`src/hw/rtl/ksht_pkg.sv`:
```
package ksht_pkg;

    localparam int HELD_SLOTS_DEF  = 16;
    localparam int MAX_RESULTS     = 16;
    localparam int HOLD_TICKS_RST  = 100;

    localparam logic [1:0] ACT_KEY  = 2'd0;
    localparam logic [1:0] ACT_ALT  = 2'd1;
    localparam logic [1:0] ACT_TICK = 2'd2;

    localparam logic [1:0] KIND_MAKE  = 2'd0;
    localparam logic [1:0] KIND_BREAK = 2'd1;
    localparam logic [1:0] KIND_DROP  = 2'd2;

    localparam logic [7:0] LETTER_SC [26] = '{
        8'h1E, 8'h30, 8'h2E, 8'h20, 8'h12, 8'h21, 8'h22, 8'h23, 8'h17, 8'h24,
        8'h25, 8'h26, 8'h32, 8'h31, 8'h18, 8'h19, 8'h10, 8'h13, 8'h1F, 8'h14,
        8'h16, 8'h2F, 8'h11, 8'h2D, 8'h15, 8'h2C
    };

    typedef struct packed {
        logic [1:0] action;
        logic [8:0] key_code;
    } t_request;

    typedef struct packed {
        logic [1:0] event_kind;
        logic [7:0] scancode_out;
        logic [7:0] ascii_out;
        logic       extended_out;
        logic       last_out;
    } t_result;

    // wave that walks the cell row, one cell per cycle
    typedef struct packed {
        logic       active;
        logic       claim;   // 1 free-slot claim, 0 expired-minimum search
        logic       found;
        logic [7:0] sc;
        logic       ext;
    } t_wave;

    // control broadcast to every cell
    typedef struct packed {
        logic        age_en;
        logic        cmp_en;
        logic [7:0]  cmp_sc;
        logic        rel_en;
        logic [7:0]  rel_sc;
        logic [7:0]  cl_sc;
        logic        cl_ext;
        logic [15:0] hold_ticks;
    } t_bcast;

    typedef struct packed {
        logic [7:0] sc;
        logic [7:0] ascii;
        logic       ext;
    } t_xlat;

    function automatic t_xlat xlat(input logic [1:0] action, input logic [8:0] key);
        t_xlat      x;
        logic [7:0] k8;
        logic [7:0] d;
        k8 = key[7:0];
        x  = '0;
        d  = '0;
        if (action == ACT_KEY && key[8]) begin
            x.ext = 1'b1;
            if (key == 9'h185) begin
                x.sc = 8'h57;
            end else if (key == 9'h186) begin
                x.sc = 8'h58;
            end else if (k8 <= 8'h53) begin
                case (k8) inside
                    [8'h3B:8'h44], 8'h47, 8'h48, 8'h49, 8'h4B, 8'h4D,
                    8'h4F, 8'h50, 8'h51, 8'h52, 8'h53: x.sc = k8;
                    default: x.sc = 8'h00;
                endcase
            end
        end else if (action == ACT_KEY) begin
            x.ascii = k8;
            case (k8) inside
                8'h1B:        x.sc = 8'h01;
                8'h31, 8'h21: x.sc = 8'h02;
                8'h32, 8'h40: x.sc = 8'h03;
                8'h33, 8'h23: x.sc = 8'h04;
                8'h34, 8'h24: x.sc = 8'h05;
                8'h35, 8'h25: x.sc = 8'h06;
                8'h36, 8'h5E: x.sc = 8'h07;
                8'h37, 8'h26: x.sc = 8'h08;
                8'h38, 8'h2A: x.sc = 8'h09;
                8'h39, 8'h28: x.sc = 8'h0A;
                8'h30, 8'h29: x.sc = 8'h0B;
                8'h2D, 8'h5F: x.sc = 8'h0C;
                8'h3D, 8'h2B: x.sc = 8'h0D;
                8'h08, 8'h7F: begin
                    x.sc    = 8'h0E;
                    x.ascii = 8'h08;
                end
                8'h09:        x.sc = 8'h0F;
                8'h5B, 8'h7B: x.sc = 8'h1A;
                8'h5D, 8'h7D: x.sc = 8'h1B;
                8'h0D, 8'h0A: begin
                    x.sc    = 8'h1C;
                    x.ascii = 8'h0D;
                end
                8'h3B, 8'h3A: x.sc = 8'h27;
                8'h27, 8'h22: x.sc = 8'h28;
                8'h60, 8'h7E: x.sc = 8'h29;
                8'h5C, 8'h7C: x.sc = 8'h2B;
                8'h2C, 8'h3C: x.sc = 8'h33;
                8'h2E, 8'h3E: x.sc = 8'h34;
                8'h2F, 8'h3F: x.sc = 8'h35;
                8'h20:        x.sc = 8'h39;
                [8'h61:8'h7A]: begin
                    d    = k8 - 8'h61;
                    x.sc = LETTER_SC[d[4:0]];
                end
                [8'h41:8'h5A]: begin
                    d    = k8 - 8'h41;
                    x.sc = LETTER_SC[d[4:0]];
                end
                [8'h01:8'h1A]: begin
                    // control letters
                    d    = k8 - 8'h01;
                    x.sc = LETTER_SC[d[4:0]];
                end
                default: begin
                    x.sc    = 8'h00;
                    x.ascii = 8'h00;
                end
            endcase
        end else if (action == ACT_ALT && !key[8]) begin
            case (k8) inside
                [8'h61:8'h7A]: begin
                    d    = k8 - 8'h61;
                    x.sc = LETTER_SC[d[4:0]];
                end
                [8'h41:8'h5A]: begin
                    d    = k8 - 8'h41;
                    x.sc = LETTER_SC[d[4:0]];
                end
                [8'h31:8'h39]: x.sc = 8'h78 + (k8 - 8'h31);
                8'h30:         x.sc = 8'h81;
                8'h2D:         x.sc = 8'h82;
                8'h3D:         x.sc = 8'h83;
                default:       x.sc = 8'h00;
            endcase
        end
        return x;
    endfunction

endpackage

```
`src/hw/rtl/ksht_cell.sv`:
```
module ksht_cell
    import ksht_pkg::*;
(
    input  logic   i_clk,
    input  logic   i_rst_n,
    input  t_bcast i_bc,
    input  t_wave  i_wave,
    output t_wave  o_wave,
    output logic   o_hit
);

    logic        r_valid;
    logic [7:0]  r_sc;
    logic        r_ext;
    logic [15:0] r_age;
    t_wave       r_wave;
    t_wave       n_wave;
    logic        expired;
    logic        claim_me;
    logic        release_me;

    assign expired    = r_age >= i_bc.hold_ticks;
    assign o_hit      = i_bc.cmp_en && r_valid && (r_sc == i_bc.cmp_sc);
    assign claim_me   = i_wave.active && i_wave.claim && !i_wave.found && !r_valid;
    assign release_me = i_bc.rel_en && r_valid && (r_sc == i_bc.rel_sc);
    assign o_wave     = r_wave;

    always_comb begin
        n_wave = i_wave;
        if (claim_me) begin
            n_wave.found = 1'b1;
        end else if (i_wave.active && !i_wave.claim && r_valid && expired &&
                     (!i_wave.found || r_sc < i_wave.sc)) begin
            n_wave.found = 1'b1;
            n_wave.sc    = r_sc;
            n_wave.ext   = r_ext;
        end
    end

    always_ff @(posedge i_clk) begin
        if (!i_rst_n) begin
            r_valid <= 1'b0;
            r_wave  <= '0;
        end else begin
            r_wave <= n_wave;
            if (claim_me) begin
                r_valid <= 1'b1;
            end else if (release_me) begin
                r_valid <= 1'b0;
            end
        end
    end

    always_ff @(posedge i_clk) begin
        if (claim_me) begin
            r_sc  <= i_bc.cl_sc;
            r_ext <= i_bc.cl_ext;
            r_age <= '0;
        end else if (o_hit) begin
            r_age <= '0;
        end else if (i_bc.age_en && r_valid && r_age != 16'hFFFF) begin
            r_age <= r_age + 16'd1;
        end
    end

endmodule

```
`src/hw/rtl/ksht_ctrl.sv`:
```
module ksht_ctrl
    import ksht_pkg::*;
(
    input  logic        i_clk,
    input  logic        i_rst_n,
    input  logic        start,
    output logic        busy,
    input  t_request    i_req,
    input  logic        i_cfg_we,
    input  logic [15:0] i_cfg_wdata,
    input  logic        i_any_hit,
    input  t_wave       i_wave_out,
    output t_wave       o_launch,
    output t_bcast      o_bc,
    output logic        o_strobe,
    output t_result     o_result
);

    localparam int CNT_W = $clog2(MAX_RESULTS);

    typedef enum logic [2:0] {
        ST_IDLE, ST_MATCH, ST_CLAIM_WAIT, ST_AGE, ST_SRCH_WAIT, ST_FLUSH
    } t_state;

    t_state             r_state, n_state;
    logic [7:0]         r_sc, n_sc;
    logic [7:0]         r_ascii, n_ascii;
    logic               r_ext, n_ext;
    logic [15:0]        r_hold;
    t_wave              r_launch, n_launch;
    logic               r_pend, n_pend;
    logic [7:0]         r_psc, n_psc;
    logic               r_pext, n_pext;
    logic [CNT_W-1:0]   r_cnt, n_cnt;
    logic               r_strobe, n_strobe;
    t_result            r_result, n_result;
    t_xlat              x;
    t_wave              search_wave;

    assign busy     = r_state != ST_IDLE;
    assign o_launch = r_launch;
    assign o_strobe = r_strobe;
    assign o_result = r_result;
    assign x        = xlat(i_req.action, i_req.key_code);

    always_comb begin
        search_wave        = '0;
        search_wave.active = 1'b1;
    end

    always_comb begin
        o_bc            = '0;
        o_bc.age_en     = r_state == ST_AGE;
        o_bc.cmp_en     = r_state == ST_MATCH;
        o_bc.cmp_sc     = r_sc;
        o_bc.rel_en     = (r_state == ST_SRCH_WAIT) && i_wave_out.active && i_wave_out.found;
        o_bc.rel_sc     = i_wave_out.sc;
        o_bc.cl_sc      = r_sc;
        o_bc.cl_ext     = r_ext;
        o_bc.hold_ticks = r_hold;
    end

    always_comb begin
        n_state  = r_state;
        n_sc     = r_sc;
        n_ascii  = r_ascii;
        n_ext    = r_ext;
        n_launch = '0;
        n_pend   = r_pend;
        n_psc    = r_psc;
        n_pext   = r_pext;
        n_cnt    = r_cnt;
        n_strobe = 1'b0;
        n_result = r_result;
        unique case (r_state)
            ST_IDLE: begin
                if (start) begin
                    if (i_req.action == ACT_TICK) begin
                        n_state = ST_AGE;
                    end else if (x.sc != 8'h00) begin
                        n_state = ST_MATCH;
                        n_sc    = x.sc;
                        n_ascii = x.ascii;
                        n_ext   = x.ext;
                    end
                end
            end
            ST_MATCH: begin
                // a held key only has its age cleared
                if (i_any_hit) begin
                    n_state = ST_IDLE;
                end else begin
                    n_launch       = '0;
                    n_launch.active = 1'b1;
                    n_launch.claim  = 1'b1;
                    n_state         = ST_CLAIM_WAIT;
                end
            end
            ST_CLAIM_WAIT: begin
                if (i_wave_out.active) begin
                    n_strobe              = 1'b1;
                    n_result.event_kind   = i_wave_out.found ? KIND_MAKE : KIND_DROP;
                    n_result.scancode_out = r_sc;
                    n_result.ascii_out    = r_ascii;
                    n_result.extended_out = r_ext;
                    n_result.last_out     = 1'b1;
                    n_state               = ST_IDLE;
                end
            end
            ST_AGE: begin
                n_pend   = 1'b0;
                n_cnt    = '0;
                n_launch = search_wave;
                n_state  = ST_SRCH_WAIT;
            end
            ST_SRCH_WAIT: begin
                if (i_wave_out.active) begin
                    // previous break goes out once we know whether another follows
                    if (r_pend) begin
                        n_strobe              = 1'b1;
                        n_result.event_kind   = KIND_BREAK;
                        n_result.scancode_out = r_psc;
                        n_result.ascii_out    = 8'h00;
                        n_result.extended_out = r_pext;
                        n_result.last_out     = !i_wave_out.found;
                    end
                    if (i_wave_out.found) begin
                        n_pend = 1'b1;
                        n_psc  = i_wave_out.sc;
                        n_pext = i_wave_out.ext;
                        n_cnt  = r_cnt + CNT_W'(1);
                        if (r_cnt == CNT_W'(MAX_RESULTS - 1)) begin
                            n_state = ST_FLUSH;
                        end else begin
                            n_launch = search_wave;
                        end
                    end else begin
                        n_state = ST_IDLE;
                    end
                end
            end
            ST_FLUSH: begin
                n_strobe              = 1'b1;
                n_result.event_kind   = KIND_BREAK;
                n_result.scancode_out = r_psc;
                n_result.ascii_out    = 8'h00;
                n_result.extended_out = r_pext;
                n_result.last_out     = 1'b1;
                n_state               = ST_IDLE;
            end
            default: n_state = ST_IDLE;
        endcase
    end

    always_ff @(posedge i_clk) begin
        if (!i_rst_n) begin
            r_state  <= ST_IDLE;
            r_launch <= '0;
            r_pend   <= 1'b0;
            r_cnt    <= '0;
            r_strobe <= 1'b0;
            r_hold   <= 16'(HOLD_TICKS_RST);
        end else begin
            r_state  <= n_state;
            r_launch <= n_launch;
            r_pend   <= n_pend;
            r_cnt    <= n_cnt;
            r_strobe <= n_strobe;
            if (i_cfg_we) begin
                r_hold <= i_cfg_wdata;
            end
            r_sc     <= n_sc;
            r_ascii  <= n_ascii;
            r_ext    <= n_ext;
            r_psc    <= n_psc;
            r_pext   <= n_pext;
            r_result <= n_result;
        end
    end

endmodule

```
`src/hw/rtl/keystroke_scancode_hold_table_unit.sv`:
```
// Key event to set-1 scancode translator with a table of held keys.
// A request is taken at a rising edge with start high and busy low; i_req
// carries the action (key, Alt plus character, one millisecond tick) and
// the key code. hold_ticks is written through i_cfg_we / i_cfg_wdata, by
// the user only while the block is idle; the block does not enforce it.
// Results appear on o_result for one cycle each, marked by o_strobe; the
// final result of a request has last_out set. The receiver cannot stall.
// Held keys sit in a row of HELD_SLOTS cells; a wave register steps one cell
// per cycle, and a row walk passes the launch register and every cell.
// Key or Alt request: a compare step, then for a new key a claim walk; the
// make or drop result is registered from the walk's end and busy drops in
// the same cycle that it appears; held keys finish after the compare with
// no result, and unmapped keys give no result and never raise busy.
// Tick request: an aging step, then one search walk per released key plus
// a final walk that finds none; at the limit of 16 breaks the final walk
// gives way to a flush step.
// Breaks come out in ascending scancode order.
// Reset clears the held table, the control state and sets hold_ticks to 100.
module keystroke_scancode_hold_table_unit
    import ksht_pkg::*;
#(
    parameter int HELD_SLOTS = HELD_SLOTS_DEF
) (
    input  logic        i_clk,
    input  logic        i_rst_n,
    input  logic        start,
    output logic        busy,
    input  t_request    i_req,
    input  logic        i_cfg_we,
    input  logic [15:0] i_cfg_wdata,
    output logic        o_strobe,
    output t_result     o_result
);

    t_wave                  wave [HELD_SLOTS+1];
    logic [HELD_SLOTS-1:0]  hits;
    t_bcast                 bc;

    ksht_ctrl u_ctrl (
        .i_clk       (i_clk),
        .i_rst_n     (i_rst_n),
        .start       (start),
        .busy        (busy),
        .i_req       (i_req),
        .i_cfg_we    (i_cfg_we),
        .i_cfg_wdata (i_cfg_wdata),
        .i_any_hit   (|hits),
        .i_wave_out  (wave[HELD_SLOTS]),
        .o_launch    (wave[0]),
        .o_bc        (bc),
        .o_strobe    (o_strobe),
        .o_result    (o_result)
    );

    for (genvar g = 0; g < HELD_SLOTS; g++) begin : g_cell
        ksht_cell u_cell (
            .i_clk   (i_clk),
            .i_rst_n (i_rst_n),
            .i_bc    (bc),
            .i_wave  (wave[g]),
            .o_wave  (wave[g+1]),
            .o_hit   (hits[g])
        );
    end

endmodule

```
`config.mk`:
```
export PLATFORM = sky130hd
export DESIGN_NAME = keystroke_scancode_hold_table_unit
export DESIGN_NICKNAME = d
export VERILOG_FILES = /design/src/hw/rtl/ksht_pkg.sv /design/src/hw/rtl/ksht_cell.sv /design/src/hw/rtl/ksht_ctrl.sv /design/src/hw/rtl/keystroke_scancode_hold_table_unit.sv
export SDC_FILE = /design/constraint.sdc
export NUM_CORES = 2
export LEC_CHECK = 0
export ABC_AREA = 0
export BUFFER_PORTS_ARGS = -buffer_cell sky130_fd_sc_hd__buf_2
export CORE_ASPECT_RATIO = 0.8
export CORE_UTILIZATION = 45
export CTS_BUF_LIST = sky130_fd_sc_hd__clkbuf_4
export DETAILED_ROUTE_END_ITERATION = 10
export PLACE_DENSITY_LB_ADDON = 0.2
export SYNTH_ARGS = -nofsm -noshare
export SYNTH_HDL_FRONTEND = slang
export SYNTH_SLANG_ARGS = --single-unit
export TNS_END_PERCENT = 1
```
`constraint.sdc`:
```
create_clock -name i_clk -period 6.6 [get_ports i_clk]
set_clock_uncertainty 0.1 [all_clocks]
set_input_delay 1.32 -clock i_clk [delete_from_list [all_inputs] [get_ports i_clk]]
set_output_delay 1.32 -clock i_clk [all_outputs]
set_load 0.1 [all_outputs]
```
==> summary.txt <==
GRT Overall Usage = 23.7%
Number of setup buffers added after CTS = 0
Synth Warn # = 0
Net count reported at finish = 4,793
Clock sink count = 680
Number of failing hold endpoints at the final stage = 0
Smallest hold slack = 0.305 ns
Crit share post-route = 75.0%
Starting density of the core = 45.7%
Area used by multi-input combinational logic = 22,500 µm²
Crit start category = primary input
Post-synthesis instance area = 39,300 µm²
Placement-stage cell area = 40,900 µm²
Result of the run = completed
Netlist cell types = 87
Most common cell after layout, fill and taps aside = sky130_fd_sc_hd__nand2_1
Net Sw Power = 2230 µW
Register area share after synthesis = 39.4%
IR Drop Worst-Case VDD = 0.136 mV
Synth Net Count = 4,662
Total of buffers placed on input and output ports = 52
Number of fill cells = 8,120
Share of total power consumed by net switching = 25.7%
Number of buffers inserted during clock tree synthesis = 175
1st-pass router iterations = 6
Die Footprint = 88,600 µm²
Sequential cell area in the final layout = 15,500 µm²
Aggregate negative setup slack = 0 ns
Share of the core filled with cells in the final layout = 50.2%
Resize count post-CTS = 0
Relative contribution of the clock network to total power = 43.4%
Critical path data arrival time = 5.62 ns
Critical path peak fanout = 20
Relative slew slack = 21.0%
Wirelength per Cell = 18.6 µm
Standard-cell row count = 96
Async SR Flop Fraction = 0%
Remaining routing DRC violations = 0
Routed vias/inst = 5.36
Power density of the placed cells = 200 nW/µm²
Leak Pwr = 0.0177 µW
Gate power share = 6.7%
Pin slew with the least headroom to its limit = 1.16 ns
Horizontal die dimension = 333 µm
Highest clock rate = 0.202 GHz
Syn-to-layout area delta = 9.87%
Average size of a mapped cell = 9.27 µm²
Critical path required time = 7.27 ns
Ys flop type = sky130_fd_sc_hd__dfxtp_1
Depth of the CTS H-tree = 4
Global-route wire length before repair = 165,000 µm
Fraction of final layout cells sized beyond drive strength 1 = 9.62%
Vias after detailed routing = 30,300
Final setup violating endpoints = 0
Maximum count of clock buffers along a single path = 3
Root buffer cell = sky130_fd_sc_hd__clkbuf_4
Post-CTS Hold Fix Bufs = 0
Area of the core = 86,100 µm²
Pins Over Slew Limit = 0
Clock-pin slew on the worst setup and hold paths = 0.07 ns
Total chip power = 8670 µW
# Max-Cap Violations = 0
Largest net degree at the start of global routing = 149
Setup repair after global routing missed its margin = false
Clock insertion delay at the later pin of the skew report = 1.07 ns
Synthesized netlist cell count = 4,246
Critical setup path kind = in2reg
Relative contribution of sequential cells to total power = 49.9%
Internal Dissipation = 6440 µW
CTS tree = built
Drt total wl = 105,000 µm
Routability congestion estimate = 0.900
Total non-filler cell area in the finished layout = 43,200 µm²
Count of flip-flops with a built-in enable after synthesis = 190
Number of DRC violations after detailed-routing iteration 0 = 2,155
GRT Residual Overflow = 0
Ports = 53
Number of antenna-violating nets in the routed design = 0
Crit path capture type = flop
Commonest non-fill, non-tap cells in the layout = sky130_fd_sc_hd__nand2_1 (502), sky130_fd_sc_hd__dfxtp_1 (490), sky130_fd_sc_hd__ha_1 (385)
Number of register bits inferred by synthesis = 680
Via count of the first global-routing pass = 29,100
Post-route minimum period = 4.95 ns
Antenna violations before repair = 6
Die Height = 266 µm
Post-DP HPWL = 73,000 µm
Worst min-delay path category = reg2reg
worst max-delay path, cell delays in order:
cell and delay [ns]:
sky130_fd_sc_hd__buf_2 0.34, sky130_fd_sc_hd__inv_1 0.17, sky130_fd_sc_hd__ha_1 0.46, sky130_fd_sc_hd__or4b_1 0.31, sky130_fd_sc_hd__nor2_1 0.08, sky130_fd_sc_hd__or2_2 0.36, sky130_fd_sc_hd__or2_2 0.39, sky130_fd_sc_hd__or3_1 0.41
sky130_fd_sc_hd__a2111oi_0 0.56, sky130_fd_sc_hd__o41a_2 0.31, sky130_fd_sc_hd__nor4_4 0.07, sky130_fd_sc_hd__nor2_1 0.54, sky130_fd_sc_hd__buf_4 0.30
cell type report:
type / count / area share, %
clock buffer: 256 / 4.45
timing repair buffer: 113 / 1.74
clock inverter: 64 / 0.894
sequential: 680 / 35.9
multi-input combinational: 3199 / 51.9
tap: 1127 / 3.26
antenna: 4 / 0.0232
inverter: 208 / 1.81
cell usage after synthesis (11+ instances only):
library cell	count	area share, %
sky130_fd_sc_hd__nand2_1	502	4.8
sky130_fd_sc_hd__dfxtp_1	490	25
sky130_fd_sc_hd__ha_1	385	12
sky130_fd_sc_hd__nor2_1	364	3.5
sky130_fd_sc_hd__xor2_1	268	6.0
sky130_fd_sc_hd__xnor2_1	211	4.7
sky130_fd_sc_hd__inv_1	208	2.0
sky130_fd_sc_hd__edfxtp_1	190	15
sky130_fd_sc_hd__mux2i_1	165	4.2
sky130_fd_sc_hd__a21o_1	137	2.6
sky130_fd_sc_hd__nand3_1	128	1.6
sky130_fd_sc_hd__a21oi_1	127	1.6
sky130_fd_sc_hd__nand4_1	127	2.0
sky130_fd_sc_hd__clkbuf_1	126	1.2
sky130_fd_sc_hd__o21ai_0	118	1.5
sky130_fd_sc_hd__nand2b_1	58	0.92
sky130_fd_sc_hd__nor2b_1	58	0.92
sky130_fd_sc_hd__and2_1	52	0.83
sky130_fd_sc_hd__nor3_1	47	0.60
sky130_fd_sc_hd__or3_1	44	0.70
sky130_fd_sc_hd__and3_1	42	0.67
sky130_fd_sc_hd__nor4_1	41	0.65
sky130_fd_sc_hd__o211ai_1	28	0.53
sky130_fd_sc_hd__a21boi_0	22	0.42
sky130_fd_sc_hd__o31ai_1	22	0.42
sky130_fd_sc_hd__a31oi_1	21	0.33
sky130_fd_sc_hd__a211oi_1	18	0.34
sky130_fd_sc_hd__buf_2	18	0.23
sky130_fd_sc_hd__o21a_1	18	0.34
sky130_fd_sc_hd__a2111oi_0	17	0.38
sky130_fd_sc_hd__o31a_1	16	0.36
sky130_fd_sc_hd__nand3b_1	12	0.23
sky130_fd_sc_hd__buf_1	11	0.10
sky130_fd_sc_hd__or2_2	11	0.17
layer usage:
metal / routed length [µm] / GRT usage (%) / vias up
li1: - / - / 15300
met1: 53800 / 35.4 / 14100
met2: 43000 / 34.3 / 728
met3: 6080 / 4.21 / 147
met4: 2020 / 7.72 / 0
met5: 0 / 0 / -
cell families (layout without fill, tap and decap cells):
| group | after synthesis | after routing | share of synthesized area (%) |
|---|---|---|---|
| buf+inv | 367 | 641 | 3.62 |
| other cells | 1 | 5 | 0.00953 |
| xor+xnor | 480 | 480 | 10.7 |
| fa+ha+maj | 385 | 385 | 12.2 |
| flops | 680 | 680 | 39.4 |
| simple gates | 1550 | 1550 | 19.2 |
| compound gates | 617 | 617 | 10.6 |
| mux | 166 | 166 | 4.23 |
path summary, 6_finish.rpt:
| kind | from | end | slack, ns | cells after the start |
|---|---|---|---|---|
| worst min register to register | g_cell[2].u_cell.o_wave[0] | g_cell[3].u_cell.o_wave[0] | 0.31 | 2 |
| worst max-delay path | i_req[1] | u_ctrl.r_sc[1] | 1.65 | 13 |
| worst max register to register | u_ctrl.r_sc[4] | u_ctrl.o_launch[11] | 2.41 | 10 |
| worst min-delay path | g_cell[2].u_cell.o_wave[0] | g_cell[3].u_cell.o_wave[0] | 0.31 | 2 |
stage by stage:
step           setup WS [ns]  std cells
3_3_place_gp           0.721       5327
6_report                1.65       5651
3_5_place_dp           0.656       5327
2_1_floorplan           1.38       4246
4_1_cts                 1.83       5647
5_1_grt                 1.37       5649
power groups by stage:
| stage | Combinational [µW] | Clock [µW] | Sequential [µW] |
|---|---|---|---|
| detailed placement | 575 | 0 | 4420 |
| CTS | 577 | 3880 | 4330 |
| global placement | 569 | 0 | 4420 |
| finish | 582 | 3760 | 4330 |
| global route | 637 | 4110 | 4330 |
| floorplan | 384 | 0 | 4400 |
state kept, by name (all words and copies together) (netlist names):
register,count
u_ctrl.o_result,20
u_ctrl.r_pend,1
g_cell.u_cell.r_age,256
u_ctrl.o_launch,2
u_ctrl.o_strobe,1
u_ctrl.r_cnt,4
g_cell.u_cell.o_wave,191
u_ctrl.r_sc,8
g_cell.u_cell.r_valid,16
u_ctrl.r_pext,1
g_cell.u_cell.r_ext,16
u_ctrl.r_psc,8
g_cell.u_cell.r_sc,128
u_ctrl.r_ext,1
u_ctrl.r_state,3
u_ctrl.r_hold,16
u_ctrl.r_ascii,8
Power figures use the tool's default switching activity.
